[config.mk]
export PLATFORM = sky130hd
export DESIGN_NAME = irc_line_tokenizer_top_flat
export DESIGN_NICKNAME = d
export VERILOG_FILES = /design/src/rtl/ilt_pkg.sv /design/src/rtl/ilt_byte_if.sv /design/src/rtl/ilt_token_if.sv /design/src/rtl/ilt_cmd_match.sv /design/src/rtl/irc_line_tokenizer_top.sv /design/src/flat_wrapper.sv
export VERILOG_INCLUDE_DIRS = /design/src /design/src/rtl
export SDC_FILE = /design/constraint.sdc
export NUM_CORES = 1
export LEC_CHECK = 0
export ABC_AREA = 0
export BUFFER_PORTS_ARGS = -buffer_cell sky130_fd_sc_hd__buf_4
export CAP_MARGIN = 15
export CORE_AREA = 2 2 125 127
export CTS_CLUSTER_SIZE = 40
export DETAILED_ROUTE_END_ITERATION = 12
export DIE_AREA = 0 0 127 129
export PLACE_DENSITY_LB_ADDON = 0.2
export SYNTH_ARGS = -nofsm -noshare
export SYNTH_HDL_FRONTEND = slang
export SYNTH_SLANG_ARGS = --single-unit
[constraint.sdc]
create_clock -name clk -period 5.2 [get_ports clk]
set_input_delay 0.78 -clock clk [delete_from_list [all_inputs] [get_ports clk]]
set_output_delay 0.78 -clock clk [all_outputs]
set_load 0.005 [all_outputs]
[src/rtl/irc_line_tokenizer_top_macros.svh]
// Assertion macros for the IRC line tokenizer.
// Included by modules that carry concurrent checks; expects clk and rst_n in scope.
`ifndef IRC_LINE_TOKENIZER_TOP_MACROS_SVH
`define IRC_LINE_TOKENIZER_TOP_MACROS_SVH

// Check that a condition holds at every clock edge out of reset.
`define IRC_ASSERT_ALWAYS(lbl, cond, msg) \
  lbl: assert property (@(posedge clk) disable iff (!rst_n) (cond)) else $error(msg);

// Check that a trigger in one cycle implies a condition in the next one.
`define IRC_ASSERT_NEXT(lbl, trig, cond, msg) \
  lbl: assert property (@(posedge clk) disable iff (!rst_n) (trig) |=> (cond)) \
    else $error(msg);

`endif

[src/rtl/ilt_pkg.sv]
// Shared types and constants of the IRC line tokenizer.
// No dependencies; used by the keyword matcher and the top level.
package ilt_pkg;

  localparam int KW_COUNT   = 12;
  localparam int KW_MAX_LEN = 7;

  localparam logic [7:0] CHAR_LF    = 8'h0A;
  localparam logic [7:0] CHAR_CR    = 8'h0D;
  localparam logic [7:0] CHAR_SPACE = 8'h20;
  localparam logic [7:0] CHAR_COLON = 8'h3A;
  localparam logic [7:0] CHAR_ZERO  = 8'h30;
  localparam logic [7:0] CHAR_NINE  = 8'h39;

  localparam logic [3:0] MAX_MIDDLE_RESET = 4'd14;
  localparam logic [3:0] CMD_LEN_MAX      = 4'd15;
  localparam logic [3:0] CMD_UNKNOWN      = 4'd0;
  localparam logic [3:0] CMD_NUMERIC      = 4'd13;

  // Keywords left-aligned and space padded; character i sits at [KW_MAX_LEN-1-i].
  localparam logic [KW_MAX_LEN-1:0][7:0] KW_TEXT [KW_COUNT] = '{
    "PASS   ", "NICK   ", "USER   ", "OPER   ", "MODE   ", "SERVICE",
    "QUIT   ", "SQUIT  ", "JOIN   ", "PART   ", "NOTICE ", "PRIVMSG"
  };
  localparam logic [3:0] KW_LEN [KW_COUNT] = '{
    4'd4, 4'd4, 4'd4, 4'd4, 4'd4, 4'd7, 4'd4, 4'd5, 4'd4, 4'd4, 4'd6, 4'd7
  };

  typedef enum logic [6:0] {
    PH_START  = 7'b0000001,
    PH_PREFIX = 7'b0000010,
    PH_CMD    = 7'b0000100,
    PH_PSTART = 7'b0001000,
    PH_MIDDLE = 7'b0010000,
    PH_TRAIL  = 7'b0100000,
    PH_CR     = 7'b1000000
  } ilt_phase_t;

  typedef enum logic [2:0] {
    FK_PREFIX   = 3'd0,
    FK_COMMAND  = 3'd1,
    FK_MIDDLE   = 3'd2,
    FK_TRAILING = 3'd3,
    FK_SPACE    = 3'd4,
    FK_CR       = 3'd5,
    FK_LF       = 3'd6
  } ilt_kind_t;

  typedef enum logic [1:0] {
    FE_OK       = 2'd0,
    FE_CR_EARLY = 2'd1,
    FE_LF_BARE  = 2'd2,
    FE_AFTER_CR = 2'd3
  } ilt_ferr_t;

  typedef struct packed {
    logic [7:0]  echo_byte;
    ilt_kind_t   field_kind;
    logic [3:0]  param_index;
    logic        line_done;
    logic [3:0]  command_code;
    logic [15:0] numeric_value;
    logic [3:0]  middle_count;
    logic        has_trailing;
    ilt_ferr_t   frame_error;
  } ilt_result_t;

endpackage

[src/rtl/ilt_byte_if.sv]
// Input channel of the IRC line tokenizer: one raw line byte per word.
// No dependencies.
interface ilt_byte_if;
  logic       valid;
  logic       ready;
  logic [7:0] line_byte;

  modport source (output valid, output line_byte, input ready);
  modport sink (input valid, input line_byte, output ready);
endinterface

[src/rtl/ilt_token_if.sv]
// Result channel of the IRC line tokenizer: one tagged byte plus line summary per word.
// No dependencies.
interface ilt_token_if;
  logic        valid;
  logic        ready;
  logic [7:0]  echo_byte;
  logic [2:0]  field_kind;
  logic [3:0]  param_index;
  logic        line_done;
  logic [3:0]  command_code;
  logic [15:0] numeric_value;
  logic [3:0]  middle_count;
  logic        has_trailing;
  logic [1:0]  frame_error;

  modport source (
    output valid, output echo_byte, output field_kind, output param_index,
    output line_done, output command_code, output numeric_value,
    output middle_count, output has_trailing, output frame_error, input ready
  );
  modport sink (
    input valid, input echo_byte, input field_kind, input param_index,
    input line_done, input command_code, input numeric_value,
    input middle_count, input has_trailing, input frame_error, output ready
  );
endinterface

[src/rtl/ilt_cmd_match.sv]
// Command classifier: parallel compare of the stored command word against the keyword table.
// Depends on ilt_pkg.
module ilt_cmd_match import ilt_pkg::*; (
  input  logic [KW_MAX_LEN-1:0][7:0] cmd_chars,   // character i at [KW_MAX_LEN-1-i]
  input  logic [3:0]                 cmd_len,
  input  logic                       all_digits,
  output logic [3:0]                 cmd_code
);

  always_comb begin
    logic same;
    cmd_code = CMD_UNKNOWN;
    // Walk backwards so the lowest matching keyword wins.
    for (int k = KW_COUNT - 1; k >= 0; k--) begin
      same = (cmd_len == KW_LEN[k]);
      for (int i = 0; i < KW_MAX_LEN; i++) begin
        if (4'(i) < KW_LEN[k] &&
            cmd_chars[KW_MAX_LEN-1-i] != KW_TEXT[k][KW_MAX_LEN-1-i]) begin
          same = 1'b0;
        end
      end
      if (same) begin
        cmd_code = 4'(k + 1);
      end
    end
    if (cmd_len == 4'd0) begin
      cmd_code = CMD_UNKNOWN;
    end else if (all_digits) begin
      cmd_code = CMD_NUMERIC;
    end
  end

endmodule

[src/rtl/irc_line_tokenizer_top.sv]
// IRC line tokenizer: tags each byte of a message line and summarizes the line on LF.
// A result is registered and valid in the cycle after its byte is accepted.
// Throughput: one byte per cycle; the output register accepts a new byte when it is
// empty or being drained in the same cycle, so only a stalled output stops input.
// Reset (rst_n low, synchronous): line state to start of line, limit to 14, output empty.
module irc_line_tokenizer_top import ilt_pkg::*; #(
  parameter int COMMAND_CHARS = 8
) (
  input  logic       clk,
  input  logic       rst_n,
  input  logic       cfg_we,
  input  logic [3:0] cfg_data,
  ilt_byte_if.sink   in_ch,
  ilt_token_if.source out_ch
);

`include "irc_line_tokenizer_top_macros.svh"

  localparam int CIW = $clog2(COMMAND_CHARS);

  logic [3:0]  max_mid_r;
  ilt_phase_t  phase_r, phase_nxt;
  logic [7:0]  cmd_chars_r [COMMAND_CHARS];
  logic [3:0]  cmd_len_r, cmd_len_nxt;
  logic [15:0] acc_r, acc_nxt;
  logic        all_dig_r, all_dig_nxt;
  logic [3:0]  mid_seen_r, mid_seen_nxt;
  logic        trail_r, trail_nxt;
  ilt_ferr_t   err_r, err_nxt;
  ilt_result_t res_r, res_nxt;
  logic        out_valid_r;

  logic        in_fire;
  logic        take_cmd;
  logic [7:0]  b;
  logic        is_digit;
  logic [19:0] acc_wide;
  logic [3:0]  cmd_code;
  logic [KW_MAX_LEN-1:0][7:0] cmd_word;

  assign in_ch.ready = !out_valid_r || out_ch.ready;
  assign in_fire     = in_ch.valid && in_ch.ready;
  assign b           = in_ch.line_byte;

  always_comb begin
    for (int i = 0; i < KW_MAX_LEN; i++) begin
      cmd_word[KW_MAX_LEN-1-i] = cmd_chars_r[i];
    end
  end

  ilt_cmd_match u_match (
    .cmd_chars  (cmd_word),
    .cmd_len    (cmd_len_r),
    .all_digits (all_dig_r),
    .cmd_code   (cmd_code)
  );

  assign is_digit = (b >= CHAR_ZERO) && (b <= CHAR_NINE);
  assign acc_wide = ({4'b0, acc_r} << 3) + ({4'b0, acc_r} << 1) + {12'b0, b - CHAR_ZERO};

  always_comb begin
    phase_nxt    = phase_r;
    cmd_len_nxt  = cmd_len_r;
    acc_nxt      = acc_r;
    all_dig_nxt  = all_dig_r;
    mid_seen_nxt = mid_seen_r;
    trail_nxt    = trail_r;
    err_nxt      = err_r;
    take_cmd     = 1'b0;
    res_nxt      = '0;
    res_nxt.echo_byte  = b;
    res_nxt.field_kind = FK_TRAILING;

    if (b == CHAR_LF) begin
      res_nxt.field_kind    = FK_LF;
      res_nxt.line_done     = 1'b1;
      res_nxt.command_code  = cmd_code;
      res_nxt.numeric_value = (cmd_code == CMD_NUMERIC) ? acc_r : 16'd0;
      res_nxt.middle_count  = mid_seen_r;
      res_nxt.has_trailing  = trail_r;
      res_nxt.frame_error   = (err_r == FE_OK && phase_r != PH_CR) ? FE_LF_BARE : err_r;
      // Drop the line state for the next message.
      phase_nxt    = PH_START;
      cmd_len_nxt  = '0;
      acc_nxt      = '0;
      all_dig_nxt  = 1'b1;
      mid_seen_nxt = '0;
      trail_nxt    = 1'b0;
      err_nxt      = FE_OK;
    end else if (phase_r == PH_CR) begin
      res_nxt.field_kind = FK_CR;
      if (err_r == FE_OK) begin
        err_nxt = FE_AFTER_CR;
      end
    end else if (b == CHAR_CR) begin
      res_nxt.field_kind = FK_CR;
      phase_nxt          = PH_CR;
      if (err_r == FE_OK &&
          (phase_r == PH_START || phase_r == PH_PREFIX || phase_r == PH_CMD)) begin
        err_nxt = FE_CR_EARLY;
      end
    end else begin
      unique case (phase_r)
        PH_START: begin
          if (b == CHAR_COLON) begin
            res_nxt.field_kind = FK_PREFIX;
            phase_nxt          = PH_PREFIX;
          end else if (b == CHAR_SPACE) begin
            res_nxt.field_kind = FK_SPACE;
            phase_nxt          = PH_PSTART;
          end else begin
            res_nxt.field_kind = FK_COMMAND;
            take_cmd           = 1'b1;
            phase_nxt          = PH_CMD;
          end
        end
        PH_PREFIX: begin
          if (b == CHAR_SPACE) begin
            res_nxt.field_kind = FK_SPACE;
            phase_nxt          = PH_CMD;
          end else begin
            res_nxt.field_kind = FK_PREFIX;
          end
        end
        PH_CMD: begin
          if (b == CHAR_SPACE) begin
            res_nxt.field_kind = FK_SPACE;
            phase_nxt          = PH_PSTART;
          end else begin
            res_nxt.field_kind = FK_COMMAND;
            take_cmd           = 1'b1;
          end
        end
        PH_PSTART: begin
          if (b == CHAR_SPACE) begin
            res_nxt.field_kind = FK_SPACE;
          end else if (b == CHAR_COLON || mid_seen_r >= max_mid_r) begin
            res_nxt.field_kind = FK_TRAILING;
            trail_nxt          = 1'b1;
            phase_nxt          = PH_TRAIL;
          end else begin
            res_nxt.field_kind  = FK_MIDDLE;
            res_nxt.param_index = mid_seen_r;
            mid_seen_nxt        = mid_seen_r + 4'd1;
            phase_nxt           = PH_MIDDLE;
          end
        end
        PH_MIDDLE: begin
          if (b == CHAR_SPACE) begin
            res_nxt.field_kind = FK_SPACE;
            phase_nxt          = PH_PSTART;
          end else begin
            res_nxt.field_kind  = FK_MIDDLE;
            res_nxt.param_index = mid_seen_r - 4'd1;
          end
        end
        PH_TRAIL, PH_CR: begin
          res_nxt.field_kind = FK_TRAILING;
        end
        default: begin
          res_nxt.field_kind = FK_TRAILING;
        end
      endcase
    end

    if (take_cmd) begin
      if (cmd_len_r != CMD_LEN_MAX) begin
        cmd_len_nxt = cmd_len_r + 4'd1;
      end
      if (is_digit) begin
        acc_nxt = (|acc_wide[19:16]) ? 16'hFFFF : acc_wide[15:0];
      end else begin
        all_dig_nxt = 1'b0;
      end
    end
  end

  always_ff @(posedge clk) begin
    if (!rst_n) begin
      max_mid_r   <= MAX_MIDDLE_RESET;
      phase_r     <= PH_START;
      cmd_len_r   <= '0;
      acc_r       <= '0;
      all_dig_r   <= 1'b1;
      mid_seen_r  <= '0;
      trail_r     <= 1'b0;
      err_r       <= FE_OK;
      out_valid_r <= 1'b0;
    end else begin
      if (cfg_we) begin
        max_mid_r <= cfg_data;
      end
      if (in_fire) begin
        phase_r    <= phase_nxt;
        cmd_len_r  <= cmd_len_nxt;
        acc_r      <= acc_nxt;
        all_dig_r  <= all_dig_nxt;
        mid_seen_r <= mid_seen_nxt;
        trail_r    <= trail_nxt;
        err_r      <= err_nxt;
        out_valid_r <= 1'b1;
      end else if (out_ch.ready) begin
        out_valid_r <= 1'b0;
      end
    end
  end

  // Command bytes beyond the stored length are never compared, so no clear is needed.
  always_ff @(posedge clk) begin
    if (in_fire && take_cmd && ({1'b0, cmd_len_r} < 5'(COMMAND_CHARS))) begin
      cmd_chars_r[cmd_len_r[CIW-1:0]] <= b;
    end
  end

  always_ff @(posedge clk) begin
    if (in_fire) begin
      res_r <= res_nxt;
    end
  end

  assign out_ch.valid         = out_valid_r;
  assign out_ch.echo_byte     = res_r.echo_byte;
  assign out_ch.field_kind    = res_r.field_kind;
  assign out_ch.param_index   = res_r.param_index;
  assign out_ch.line_done     = res_r.line_done;
  assign out_ch.command_code  = res_r.command_code;
  assign out_ch.numeric_value = res_r.numeric_value;
  assign out_ch.middle_count  = res_r.middle_count;
  assign out_ch.has_trailing  = res_r.has_trailing;
  assign out_ch.frame_error   = res_r.frame_error;

  `IRC_ASSERT_NEXT(a_lf_clears_line, in_fire && (b == CHAR_LF), phase_r == PH_START && mid_seen_r == 4'd0 && err_r == FE_OK, "LF did not clear the line state")
  `IRC_ASSERT_ALWAYS(a_done_is_lf, !(out_valid_r && res_r.line_done) || res_r.field_kind == FK_LF, "line_done on a byte that is not LF")
  `IRC_ASSERT_ALWAYS(a_summary_only_on_done, res_r.line_done || !out_valid_r || (res_r.frame_error == FE_OK && res_r.middle_count == 4'd0 && res_r.command_code == CMD_UNKNOWN), "summary fields set without line_done")
  `IRC_ASSERT_ALWAYS(a_numeric_code, !out_valid_r || res_r.numeric_value == 16'd0 || res_r.command_code == CMD_NUMERIC, "numeric value without numeric command")
  `IRC_ASSERT_NEXT(a_cr_holds, in_fire && (phase_r == PH_CR) && (b != CHAR_LF), phase_r == PH_CR && err_r != FE_OK, "left CR wait without LF")

endmodule
[src/flat_wrapper.sv]
// flat-port wrapper written by rule: the top's interface ports become plain ports
module irc_line_tokenizer_top_flat import ilt_pkg::*;
#(
  parameter int COMMAND_CHARS = 8
)
  (clk, rst_n, cfg_we, cfg_data, in_ch_valid, in_ch_line_byte, in_ch_ready, out_ch_valid, out_ch_echo_byte, out_ch_field_kind, out_ch_param_index, out_ch_line_done, out_ch_command_code, out_ch_numeric_value, out_ch_middle_count, out_ch_has_trailing, out_ch_frame_error, out_ch_ready);
  ilt_byte_if in_ch_i ();
  ilt_token_if out_ch_i ();
  input  logic clk;
  input  logic rst_n;
  input  logic cfg_we;
  input  logic [3:0] cfg_data;
  input wire logic [$bits(in_ch_i.valid)-1:0] in_ch_valid;
  input wire logic [$bits(in_ch_i.line_byte)-1:0] in_ch_line_byte;
  output wire logic [$bits(in_ch_i.ready)-1:0] in_ch_ready;
  output wire logic [$bits(out_ch_i.valid)-1:0] out_ch_valid;
  output wire logic [$bits(out_ch_i.echo_byte)-1:0] out_ch_echo_byte;
  output wire logic [$bits(out_ch_i.field_kind)-1:0] out_ch_field_kind;
  output wire logic [$bits(out_ch_i.param_index)-1:0] out_ch_param_index;
  output wire logic [$bits(out_ch_i.line_done)-1:0] out_ch_line_done;
  output wire logic [$bits(out_ch_i.command_code)-1:0] out_ch_command_code;
  output wire logic [$bits(out_ch_i.numeric_value)-1:0] out_ch_numeric_value;
  output wire logic [$bits(out_ch_i.middle_count)-1:0] out_ch_middle_count;
  output wire logic [$bits(out_ch_i.has_trailing)-1:0] out_ch_has_trailing;
  output wire logic [$bits(out_ch_i.frame_error)-1:0] out_ch_frame_error;
  input wire logic [$bits(out_ch_i.ready)-1:0] out_ch_ready;
  assign in_ch_i.valid = in_ch_valid;
  assign in_ch_i.line_byte = in_ch_line_byte;
  assign in_ch_ready = in_ch_i.ready;
  assign out_ch_valid = out_ch_i.valid;
  assign out_ch_echo_byte = out_ch_i.echo_byte;
  assign out_ch_field_kind = out_ch_i.field_kind;
  assign out_ch_param_index = out_ch_i.param_index;
  assign out_ch_line_done = out_ch_i.line_done;
  assign out_ch_command_code = out_ch_i.command_code;
  assign out_ch_numeric_value = out_ch_i.numeric_value;
  assign out_ch_middle_count = out_ch_i.middle_count;
  assign out_ch_has_trailing = out_ch_i.has_trailing;
  assign out_ch_frame_error = out_ch_i.frame_error;
  assign out_ch_i.ready = out_ch_ready;
  irc_line_tokenizer_top #(.COMMAND_CHARS(COMMAND_CHARS)) u_core (.clk(clk), .rst_n(rst_n), .cfg_we(cfg_we), .cfg_data(cfg_data), .in_ch(in_ch_i), .out_ch(out_ch_i));
endmodule
### Word level (Yosys, flattened, before mapping)

Memories as Yosys holds them, arrays and structs flattened.
Cells that the tools add are included.

* register bits: 83
* input bits: 17
* RAM bits: 64
* word-level logic and storage cells: 259
* memories kept: 1
* output and inout port bits: 45

* reduce and logical (&&, ||, !) cells: 28
* equality and inequality tests: 67
* bitwise logic cells: 1
* $add $sub $neg: 6
* multiplexer cells: 132
* $lt $le $gt $ge: 4

Memory list
* u_core.cmd_chars_r: depth 8, bits a word 8, read ports 7, clocked after Yosys merged registers in 0, wr ports 1, RTL line irc_line_tokenizer_top.sv:23 `logic [7:0] cmd_chars_r [COMMAND_CHARS];`

Operator list (number)
* $ne A8 B7 Y1 const B: 42
* $mux W4: 27
* $mux W16: 5
* $mux W1: 74
* $mux W7: 7
* $mux W28: 1
* $pmux W7 S4: 1
* $add A19 B17 Y20: 1
* $add A20 B8 Y20: 1
* $reduce_and A6 Y1: 3
* $eq A4 B3 Y1 const B: 4
* $eq A8 B4 Y1 const B: 2
* $eq A8 B6 Y1 const B: 2
* $mux W2: 8
* $mux W3: 5
* $pmux W3 S5: 1
* $add A4 B1 Y4 const B: 2
* $ge A8 B6 Y1 const B: 1
* $le A8 B6 Y1 const B: 1
* $ne A2 B1 Y1 const B: 4
* $ne A4 B2 Y1 const B: 2
* $pmux W4 S2: 1
* $sub A8 B6 Y8 const B: 1
* $eq A7 B1 Y1 const B: 1
* other kinds (29): 41

### Longest topological paths before layout

Gate-level depths: netlist (run 1).
An unclocked memory read counts as a cell.

* depth in word-level cells: 26
* gate-level depth with buffers: 14
* depth with buffers taken out: 13

### Cells and area by module

A second synthesis (run 1) with hierarchy kept.

* cells, all modules: 721
* area, all modules: 7906.3 sq um

Modules (own cells, without submodules)
* irc_line_tokenizer_top: times used 1, cells each 607, area an instance 7070.5 sq um, seq. area each 3773.6 sq um
* ilt_cmd_match: times used 1, cells each 114, area an instance 835.8 sq um, seq. area each 0.0 sq um

### Worst setup path after synthesis (run 1)

No wires, ideal clock.

* path kind: input to register
* start: in in_ch_line_byte[4]
* end: reg u_core.acc_r[11]
* library setup time: 121 ps
* path buffers: 1
* arrival time: 3428 ps
* stages on the path: 14
* data required time: 5079 ps
* setup slack: 1651 ps
* path through: inv_1 > ha_1 > inv_1 > fa_1 > inv_1 > ha_1 > o21ai_0 > o21a_1 > nor4_1 > or3b_2 > o2111ai_1 > clkbuf_1 > o311ai_1 > nand2_1

* cells in the longest elaborated chain, start to end: 8
* elaborated cells between the ends (all ways): 20
* those cells by class: add/sub: 2; order compare: 2; eq/ne: 4; mux: 10; reduce/logical: 2

Ends and longest elaborated chain
* start: declaration: RTL line flat_wrapper.sv:14 `input wire logic [$bits(in_ch_i.line_byte)-1:0] in_ch_line_byte;`
* branches (longest 7 deep; another with $add A20 B8 Y20)
* $mux W16 *: RTL line irc_line_tokenizer_top.sv:166 `if (take_cmd) begin`
* end signal: assignment: RTL line irc_line_tokenizer_top.sv:196 `acc_r <= acc_nxt;`
* end: declaration: RTL line irc_line_tokenizer_top.sv:25 `logic [15:0] acc_r, acc_nxt;`

Every way passes the cells marked *.
A chain may end at the register's enable or synchronous reset.

### Final worst setup path (run 1)

* start: in in_ch_line_byte[4]
* end: reg u_core.acc_r[5]

Same word-level chain as after synthesis.

==> impl_metrics.py, run 1 <==
metrics = {
    "synth": {
        "yosys.area.top_type": "edfxtp_1",
        "synth_area_leaders": "edfxtp_1 (40%), dfxtp_1 (11%), ha_1 (6.7%), nor2_1 (3.3%), o21ai_0 (2.3%)",
        "netlist.area_leader.share_pct": 39.7,
        "synth-main-ff-cell": "edfxtp_1",
        "synth_edf_count": 99,
        "synth_area_um2": 7490,
        "syn_inst": 702,
        "ys_warn_count": 0,
        "synth_cell_types": 78,
        "avgSynthCellArea_um2": 10.7,
        "yosys_register_bits": 139,
        "yosysSeqAreaShare_pct": 50.4,
        "synthArstFlopShare_pct": 0,
        "syn_nets": 765,
    },
    "die": {
        "num_rows": 45,
        "initial_utilization_pct": 50.0,
        "core-area_um2": 15000,
        "die_h_um": 129,
        "dieWidth_um": 127,
        "dieArea_um2": 16400,
        "pin_count": 62,
    },
    "sta": {
        "final.setup.tns_ns": 0,
        "worstMarginPinSlew_ns": 0.912,
        "grt_setup_unrepaired": "false",
        "fin_skew_ns": 0.0121,
        "slew_viol_final": 0,
        "max_freq_mhz": 247,
        "slew_headroom_pct": 39.2,
        "hold_viol_final": 0,
        "setup_slack_ns": 1.15,
        "setup_viol_count_final": 0,
        "fin_crit_sh_pct": 77.9,
        "fin_crit_ns": 4.05,
    },
    "layout": {
        "fin_area_um2": 8680,
        "nFillCells": 1253,
        "final_layout_size_suffix_gt1_share_pct": 13.6,
        "n_antenna_cell": 0,
        "final_cell_mix": "edfxtp_1 (99), buf_4 (67), nor2_1 (66)",
        "final_common_cell": "edfxtp_1",
        "area_growth_pct": 15.8,
        "nNetsFinal": 830,
    },
    "cts": {
        "numCtsBuffers": 17,
        "cts-root-buf": "clkbuf_16",
        "cts_buffer_depth": 2,
        "cts-hold-fix-buffers": 0,
        "cts_tree": "built",
        "htreeDepth": 4,
        "post_cts_buffers": 0,
        "clk_pin_slew_worst_paths_ns": 0.06,
        "cts_resized": 0,
        "cts_sinks": 139,
        "clk_latency_ns": 0.42,
    },
    "worst_hold_path": {
        "hold_class": "flip-flop to flip-flop",
    },
    "place": {
        "gp_congestion": 0.967,
        "place_ws_ns": 0.792,
        "dp_hpwl_mm": 12.8,
        "dpl_cell_area_um2": 8140,
        "io_buffers": 61,
    },
    "global_route": {
        "grt_pass1_vias": 5590,
        "grt.total_usage_pct": 22.5,
        "antenna_found_initial": 0,
        "gr-total-overflow": 0,
        "grt_max_degree": 48,
        "grt_pass1_wl_mm": 28.8,
    },
    "power_and_ir_drop": {
        "powerDensity_nw_per_um2": 317,
        "power_mw": 2.75,
        "leakagePower_nw": 3.34,
        "max-vdd-ir-drop_mv": 0.229,
    },
    "route": {
        "drc": 0,
        "wl_per_cell_um": 18.4,
        "vias": 5764,
        "vias_per_cell": 5.97,
        "drtAntennaViolNets": 0,
        "dr.pass1.iters": 5,
        "drt-total-wl_mm": 17.8,
        "drt_iter0_markers": 478,
    },
    "setup_path": {
        "cp_top_family": "compound AO/OA/AOI/OAI gates",
        "crit_fanout": 12,
        "worstPathArrival_ns": 4.36,
        "cp_slowest_stage_delay_ns": 0.53,
        "setup.worst_path.end_class": "flip-flop",
        "slowest_stage": "fa_1",
        "critPathBufInv": 3,
        "cp-start-kind": "input port",
        "crit_chain": "buf_4 -> ha_1 -> xor2_1 -> fa_1 -> inv_1 -> ha_1 -> o21ai_0 -> o21ai_0 -> nand4_1 -> a31oi_1 -> o2111ai_1 -> buf_4 -> o311ai_0 -> nand2_1",
        "crit_type": "input port to flip-flop",
        "cp.required_ns": 5.51,
    },
    "status": {
        "status": "finished clean",
    },
    "job": {
        "cap_violations": 0,
    },
}
-- sequential cells by signal (all words and copies together) (netlist names) --
name,cells
u_core.mid_seen_r,4
u_core.all_dig_r,1
u_core.out_ch.command_code,4
u_core.max_mid_r,4
u_core.phase_r,7
u_core.trail_r,1
u_core.out_ch.valid,1
u_core.out_ch.param_index,4
u_core.out_ch.numeric_value,16
u_core.out_ch.middle_count,4
u_core.out_ch.echo_byte,8
u_core.out_ch.line_done,1
u_core.err_r,2
u_core.cmd_chars_r,56
u_core.out_ch.has_trailing,1
u_core.out_ch.frame_error,2
u_core.out_ch.field_kind,3
u_core.acc_r,16
u_core.cmd_len_r,4
-- power breakdown --
group / internal, mW / switching [mW] / total, mW
logic: 0.140 / 0.206 / 0.346
registers: 1.25 / 0.0469 / 1.30
clock network: 0.687 / 0.422 / 1.11
total: 2.08 / 0.675 / 2.75
-- metrics by stage --
| stage | hold WS [ns] | utilization (%) | cells |
|---|---|---|---|
| final | 0.479 | 57.9 | 966 |
| after global routing | 0.510 | 57.9 | 966 |
| after CTS | 0.475 | 57.9 | 966 |
| after detailed placement | 0.465 | 54.4 | 936 |
| after global placement | 0.456 | 54.4 | 936 |
| after floorplan | 0.432 | - | 702 |
-- cells in the mapped netlist (7+ instances only) --
| cell type | count |
|---|---|
| nor4_1 | 10 |
| clkbuf_1 | 18 |
| a211oi_1 | 13 |
| nor3_1 | 20 |
| and2_1 | 22 |
| xnor2_1 | 9 |
| dfxtp_1 | 40 |
| and4_1 | 7 |
| nand2b_1 | 8 |
| a31oi_1 | 8 |
| nor2b_1 | 9 |
| edfxtp_1 | 99 |
| a21oi_1 | 30 |
| nand4_1 | 9 |
| ha_1 | 40 |
| nor3b_1 | 8 |
| o21ai_0 | 34 |
| and3_1 | 10 |
| o211ai_1 | 10 |
| nor2_1 | 66 |
| o21a_1 | 10 |
| xor2_1 | 7 |
| nand2_1 | 45 |
| inv_1 | 38 |
| nand3_1 | 17 |
-- final timing paths --
path	startpoint	to	slack (ns)	cells after the start
max	in_ch_line_byte[4]	u_core.acc_r[5]	1.15	14
min	u_core.trail_r	u_core.trail_r	0.48	2
max reg2reg	u_core.acc_r[0]	u_core.acc_r[5]	1.57	10
min reg2reg	u_core.trail_r	u_core.trail_r	0.48	2
-- worst min-delay path: cells and delay by family (launching register included) --
kind,cells,cell delay (ns)
and+or+nand+nor,1,0.07
AOI/OAI and AO/OA,1,0.05
DFF,1,0.33
-- logic make-up after synthesis --
kind of cell,after synthesis,synth area share [%]
mux,3,0.401
compound gates,160,14.9
flops,139,50.4
xor+xnor,16,1.87
buf+inv,59,3.09
fa+ha+maj,46,8.28
simple gates,279,21.1
-- cell type report --
cell class | count | area [um^2] | share of cell area [%]
Inverter | 38 | 143 | 1.64
Multi-Input combinational cell | 504 | 3490 | 40.2
Tap cell | 188 | 235 | 2.71
Clock inverter | 12 | 106 | 1.23
Timing Repair Buffer | 67 | 503 | 5.80
Clock buffer | 18 | 429 | 4.95
Sequential cell | 139 | 3770 | 43.5
-- metal layers --
metal / part of all wire (%) / global-route usage [%] / vias up / wire length [um]
li1: - / - / 2791 / -
met3: 4.7 / 5.36 / 42 / 840
met4: 2.6 / 9.63 / 0 / 462
met5: 0 / 0 / - / 0
met1: 44 / 28.7 / 2751 / 7880
met2: 48 / 37.0 / 180 / 8570
No activity file was read; power rests on OpenSTA's default activity.
==> run 2: changes to the inputs <==
Settings changed: ABC_AREA 0 to 1, CORE_AREA 2 2 125 127 to 2 2 133 135, DIE_AREA 0 0 127 129 to 0 0 135 137.
Clock period 5.2 ns to 3.3 ns, I/O delays scaled along.
==> impl_metrics.py, run 2 <==
metrics = {
    "setup_path": {
        "crit_top_cell": "nand2_1",
        "cp.required_ns": 3.58,
        "slowest_stage": "fa_1",
        "worstPathArrival_ns": 3.14,
        "cp_slowest_stage_delay_ns": 0.54,
        "setup.worst_path.end_class": "flip-flop",
        "crit_chain": "buf_4 -> ha_1 -> xor2_1 -> fa_1 -> inv_1 -> ha_1 -> nand2_1 -> nand2_1 -> nand2_1 -> nand2_1 -> inv_1 -> nand2_1 -> nand2_1 -> nand2_1 -> nand2_1 -> nand2_1 -> nor2_2 -> buf_12 -> nand3_1 -> nand2_1 -> a21oi_1",
        "crit_fanout": 16,
        "crit_type": "input port to flip-flop",
        "cp-start-kind": "input port",
    },
    "place": {
        "gp_congestion": 0.950,
        "placedCellCount": 1391,
        "io_buffers": 61,
        "dp_hpwl_mm": 16.0,
    },
    "cts": {
        "cts_sinks": 139,
        "cts-hold-fix-buffers": 0,
        "cts_tree": "built",
        "cts-root-buf": "clkbuf_16",
        "htreeDepth": 4,
        "cts_buffer_depth": 2,
        "post_cts_buffers": 0,
        "clk_latency_ns": 0.43,
        "clk_pin_slew_worst_paths_ns": 0.06,
        "cts_resized": 0,
        "numCtsBuffers": 17,
    },
    "die": {
        "num_rows": 48,
        "core-area_um2": 17100,
        "dieWidth_um": 135,
        "pin_count": 62,
        "initial_utilization_pct": 50.1,
        "dieArea_um2": 18500,
        "die_h_um": 137,
    },
    "power_and_ir_drop": {
        "switching_share_pct": 29.2,
        "power_frac_clock_pct": 39.9,
        "p_switching_mw": 1.55,
        "p_int_mw": 3.75,
        "powerDensity_nw_per_um2": 531,
        "p_seq_share_pct": 40.2,
        "max-vdd-ir-drop_mv": 0.414,
        "p_comb_share_pct": 19.9,
        "leakagePower_nw": 4.40,
    },
    "worst_hold_path": {
        "hold_class": "input port to flip-flop",
    },
    "synth": {
        "yosys-top-cells-count": "nand2_1 (268), inv_1 (185), nor2_1 (147)",
        "yosys.area.top_type": "edfxtp_1",
        "syn_nets": 1166,
        "synthArstFlopShare_pct": 0,
        "synth_edf_count": 99,
        "netlist.area_leader.share_pct": 34.8,
        "synth_cell_types": 44,
        "yosysSeqAreaShare_pct": 44.2,
        "synth_area_leaders": "edfxtp_1 (35%), nand2_1 (12%), dfxtp_1 (9.4%), inv_1 (8.1%), nor2_1 (6.5%)",
        "synth-main-ff-cell": "edfxtp_1",
        "synth_area_um2": 8540,
        "yosys_register_bits": 139,
        "avgSynthCellArea_um2": 7.74,
        "yosysMostFrequentCell": "nand2_1",
        "ys_warn_count": 0,
        "syn_inst": 1103,
    },
    "route": {
        "dr.pass1.iters": 5,
        "drt_iter0_markers": 574,
        "drc": 0,
        "drtAntennaViolNets": 0,
        "drt-total-wl_mm": 21.6,
        "vias_per_cell": 5.18,
        "vias": 7370,
        "wl_per_cell_um": 15.2,
    },
    "layout": {
        "largest_reg_flops": 56,
        "instances_no_fill": 1423,
        "n_antenna_cell": 0,
        "area_growth_pct": 17.0,
        "final_cell_mix": "nand2_1 (268), inv_1 (184), nor2_1 (147)",
        "final_layout_size_suffix_gt1_share_pct": 13.5,
        "final_common_cell": "nand2_1",
        "nFillCells": 1614,
        "nNetsFinal": 1248,
    },
    "job": {
        "cap_violations": 0,
    },
    "sta": {
        "setup_viol_count_final": 0,
        "slew_viol_final": 0,
        "slew_headroom_pct": 59.9,
        "max_freq_mhz": 350,
        "grt_setup_unrepaired": "false",
        "final.setup.tns_ns": 0,
        "fin_crit_ns": 2.86,
        "hold_viol_final": 0,
        "fin_skew_ns": 0.0130,
        "worstMarginPinSlew_ns": 0.598,
        "fin_crit_sh_pct": 86.6,
    },
    "status": {
        "status": "finished clean",
    },
    "global_route": {
        "antenna_found_initial": 0,
        "grt_pass1_vias": 7042,
        "grt_max_degree": 37,
        "grt.total_usage_pct": 24.6,
        "grt_pass1_wl_mm": 35.0,
        "gr-total-overflow": 0,
    },
}
[run 2: cell types whose count changed after synthesis, moves of 12 or more]
cell and delta:
inv_1 +147, and2_1 -20, nand3_1 +71, a21oi_1 +33, nand2_1 +223, nor2_1 +81, a211oi_1 -12
[run 2: worst max-delay path: cells and delay by family]
kind	cells	cell delay, ns
compound gates	1	0.06
xor+xnor	1	0.18
fa+ha+maj	3	1.12
buf+inv	4	0.42
simple gates	12	0.86
[run 2: power by group through the flow]
| stage | sequential [mW] | clock (mW) | combinational (mW) |
|---|---|---|---|
| CTS | 2.13 | 2.14 | 1.06 |
| detailed placement | 2.17 | 0 | 1.05 |
| global placement | 2.17 | 0 | 1.04 |
| finish | 2.13 | 2.11 | 1.06 |
| floorplan | 2.15 | 0 | 0.756 |
| global route | 2.15 | 2.21 | 1.18 |
[run 2: layout make-up]
class | count | area [um^2] | area share, %
repair buffers | 80 | 626 | 6.26
flip-flops and latches | 139 | 3770 | 37.8
clock inverters | 11 | 193 | 1.93
inverters | 192 | 721 | 7.21
clock buffers | 21 | 460 | 4.61
well taps | 225 | 282 | 2.82
multi-input cells | 755 | 3940 | 39.4
[run 2: layer usage]
metal / global-route usage [%] / share of wire, %
met5: 0 / 0
met4: 10.8 / 3.3
met3: 4.81 / 5.1
met2: 41.2 / 48
met1: 30.9 / 44
[run 2: final timing paths]
path / from / to / slack [ns] / depth (start not counted)
setup reg to reg: u_core.acc_r[1] / u_core.acc_r[9] / 0.51 / 17
hold / removal: cfg_data[1] / u_core.max_mid_r[1] / 0.29 / 3
setup / recovery: in_ch_line_byte[4] / u_core.acc_r[9] / 0.44 / 21
hold reg to reg: u_core.trail_r / u_core.trail_r / 0.47 / 2
[run 2: cell families (layout without fill, tap and decap cells)]
| logic type | count (synthesis) | count (layout) | share of synthesized area (%) |
|---|---|---|---|
| AOI/OAI and AO/OA | 110 | 110 | 7.30 |
| xor gates and xnor gates | 12 | 12 | 1.23 |
| adders and majority gates | 46 | 46 | 7.27 |
| buffers and inverters | 209 | 304 | 9.69 |
| DFF | 139 | 139 | 44.2 |
| and+or+nand+nor | 587 | 587 | 30.3 |
[run 2: per-stage QoR]
step / util (%) / setup slack (ns) / total power, mW / hold WS (ns) / cell area (um^2)
5_1_grt: 58.6 / 0.223 / 5.54 / 0.303 / 9990
2_1_floorplan: - / 0.0555 / 2.90 / 0.435 / 8540
6_report: 58.6 / 0.442 / 5.31 / 0.287 / 9990
3_3_place_gp: 54.8 / 0.0879 / 3.20 / 0.445 / 9340
4_1_cts: 58.6 / 0.464 / 5.33 / 0.279 / 9990
3_5_place_dp: 54.8 / 0.0493 / 3.22 / 0.464 / 9340
==> run 3: changes to the inputs <==
Settings changed: CTS_BUF_LIST set to sky130_fd_sc_hd__clkbuf_8.
==> impl_metrics.py, run 3 (synthesis gave the netlist of run 2 again) <==
metrics = {
    "setup_path": {
        "slowest_stage": "fa_1",
        "cp_slowest_stage_delay_ns": 0.51,
        "crit_type": "flip-flop to flip-flop",
        "setup.worst_path.end_class": "flip-flop",
        "critPathBufInv": 3,
        "cp.required_ns": 3.61,
        "crit_fanout": 16,
        "cp-start-kind": "flip-flop",
        "crit_chain": "inv_1 -> fa_1 -> inv_1 -> ha_1 -> nand2_1 -> nand3_1 -> nand2_1 -> nand2_1 -> nand2_1 -> nand2_1 -> nand2_1 -> nand2_1 -> nor2_2 -> buf_12 -> nand3_1 -> nand2_1 -> a21oi_1",
        "crit_top_cell": "nand2_1",
        "cp_top_family": "simple AND/OR/NAND/NOR gates",
        "worstPathArrival_ns": 3.12,
    },
    "power_and_ir_drop": {
        "powerDensity_nw_per_um2": 489,
        "leakagePower_nw": 4.32,
        "max-vdd-ir-drop_mv": 0.306,
        "power_mw": 4.79,
    },
    "layout": {
        "instances_no_fill": 1423,
        "final_cell_mix": "nand2_1 (268), inv_1 (186), nor2_1 (147)",
        "fin_area_um2": 9800,
        "postLayoutCoreUtil_pct": 57.5,
        "n_antenna_cell": 0,
        "nNetsFinal": 1248,
        "multi_input_area_um2": 3940,
        "final_layout_size_suffix_gt1_share_pct": 13.5,
        "nFillCells": 1643,
        "largest_reg_flops": 56,
        "final_common_cell": "nand2_1",
        "seq_area_um2": 3770,
        "area_growth_pct": 14.8,
    },
    "place": {
        "dpl_cell_area_um2": 9340,
        "placedCellCount": 1391,
        "io_buffers": 61,
        "gp_congestion": 0.950,
        "place_ws_ns": 0.0493,
        "dp_hpwl_mm": 16.0,
    },
    "sta": {
        "fin_crit_ns": 2.81,
        "fin_crit_sh_pct": 85.1,
        "grt_setup_unrepaired": "false",
        "slew_headroom_pct": 59.7,
        "slew_viol_final": 0,
        "hold_ws_ns": 0.259,
        "max_freq_mhz": 356,
        "worstMarginPinSlew_ns": 0.601,
        "final.setup.tns_ns": 0,
        "setup_slack_ns": 0.492,
        "fin_skew_ns": 0.0141,
        "setup_viol_count_final": 0,
        "hold_viol_final": 0,
    },
    "cts": {
        "clk_pin_slew_worst_paths_ns": 0.08,
        "cts_sinks": 139,
        "cts-root-buf": "clkbuf_8",
        "clk_latency_ns": 0.45,
        "cts-hold-fix-buffers": 0,
        "htreeDepth": 4,
        "numCtsBuffers": 17,
        "post_cts_buffers": 0,
        "cts_resized": 0,
        "cts_tree": "built",
        "cts_buffer_depth": 2,
    },
    "die": {
        "num_rows": 48,
        "core-area_um2": 17100,
        "pin_count": 62,
        "dieWidth_um": 135,
        "dieArea_um2": 18500,
        "die_h_um": 137,
        "initial_utilization_pct": 50.1,
    },
    "route": {
        "dr.pass1.iters": 5,
        "drt-total-wl_mm": 21.5,
        "vias_per_cell": 5.16,
        "drc": 0,
        "drt_iter0_markers": 585,
        "vias": 7339,
        "wl_per_cell_um": 15.1,
        "drtAntennaViolNets": 0,
    },
    "worst_hold_path": {
        "hold_class": "input port to flip-flop",
    },
    "global_route": {
        "grt_max_degree": 37,
        "grt_pass1_wl_mm": 34.7,
        "gr-total-overflow": 0,
        "antenna_found_initial": 0,
        "grt.total_usage_pct": 24.3,
        "grt_pass1_vias": 6971,
    },
    "status": {
        "status": "finished clean",
    },
    "job": {
        "cap_violations": 0,
    },
}
[run 3: cell count changes in the layout (fill, tap and decap cells not counted)]
cell | previous run | this run
clkbuf_1 | 2 | 0
clkbuf_8 | 2 | 19
inv_1 | 184 | 186
clkbuf_16 | 17 | 0
[run 3: worst paths after layout]
check / start / endpoint / slack, ns / depth (start not counted)
setup / recovery: u_core.acc_r[1] / u_core.acc_r[9] / 0.49 / 17
hold / removal: cfg_data[1] / u_core.max_mid_r[1] / 0.26 / 3
setup reg to reg: u_core.acc_r[1] / u_core.acc_r[9] / 0.49 / 17
hold reg to reg: u_core.max_mid_r[2] / u_core.max_mid_r[2] / 0.47 / 2
[run 3: worst register-to-register path, cell delays in order (launching register included)]
cell and delay (ns):
dfxtp_1 0.40, inv_1 0.11, fa_1 0.51, inv_1 0.04, ha_1 0.36, nand2_1 0.13
nand3_1 0.16, nand2_1 0.14, nand2_1 0.07, nand2_1 0.07, nand2_1 0.05, nand2_1 0.06
nand2_1 0.05, nor2_2 0.15, buf_12 0.16, nand3_1 0.09, nand2_1 0.07, a21oi_1 0.05
[run 3: area by class of cell]
| cell class | count | area share [%] |
|---|---|---|
| timing repair buffer | 80 | 6.38 |
| multi-input combinational | 755 | 40.2 |
| sequential | 139 | 38.5 |
| tap | 225 | 2.87 |
| clock buffer | 19 | 2.67 |
| inverter | 192 | 7.35 |
| clock inverter | 13 | 2.04 |
[run 3: power by group]
part	internal (mW)	switching [mW]
Clock	0.934	0.670
Sequential	2.03	0.103
Combinational	0.343	0.715
[run 3: layer usage]
metal | wire length, um | part of all wire, % | global-route usage, %
met5 | 0 | 0 | 0
met2 | 10300 | 48 | 41.1
met1 | 9610 | 45 | 30.8
met4 | 609 | 2.8 | 10.4
met3 | 981 | 4.6 | 4.41
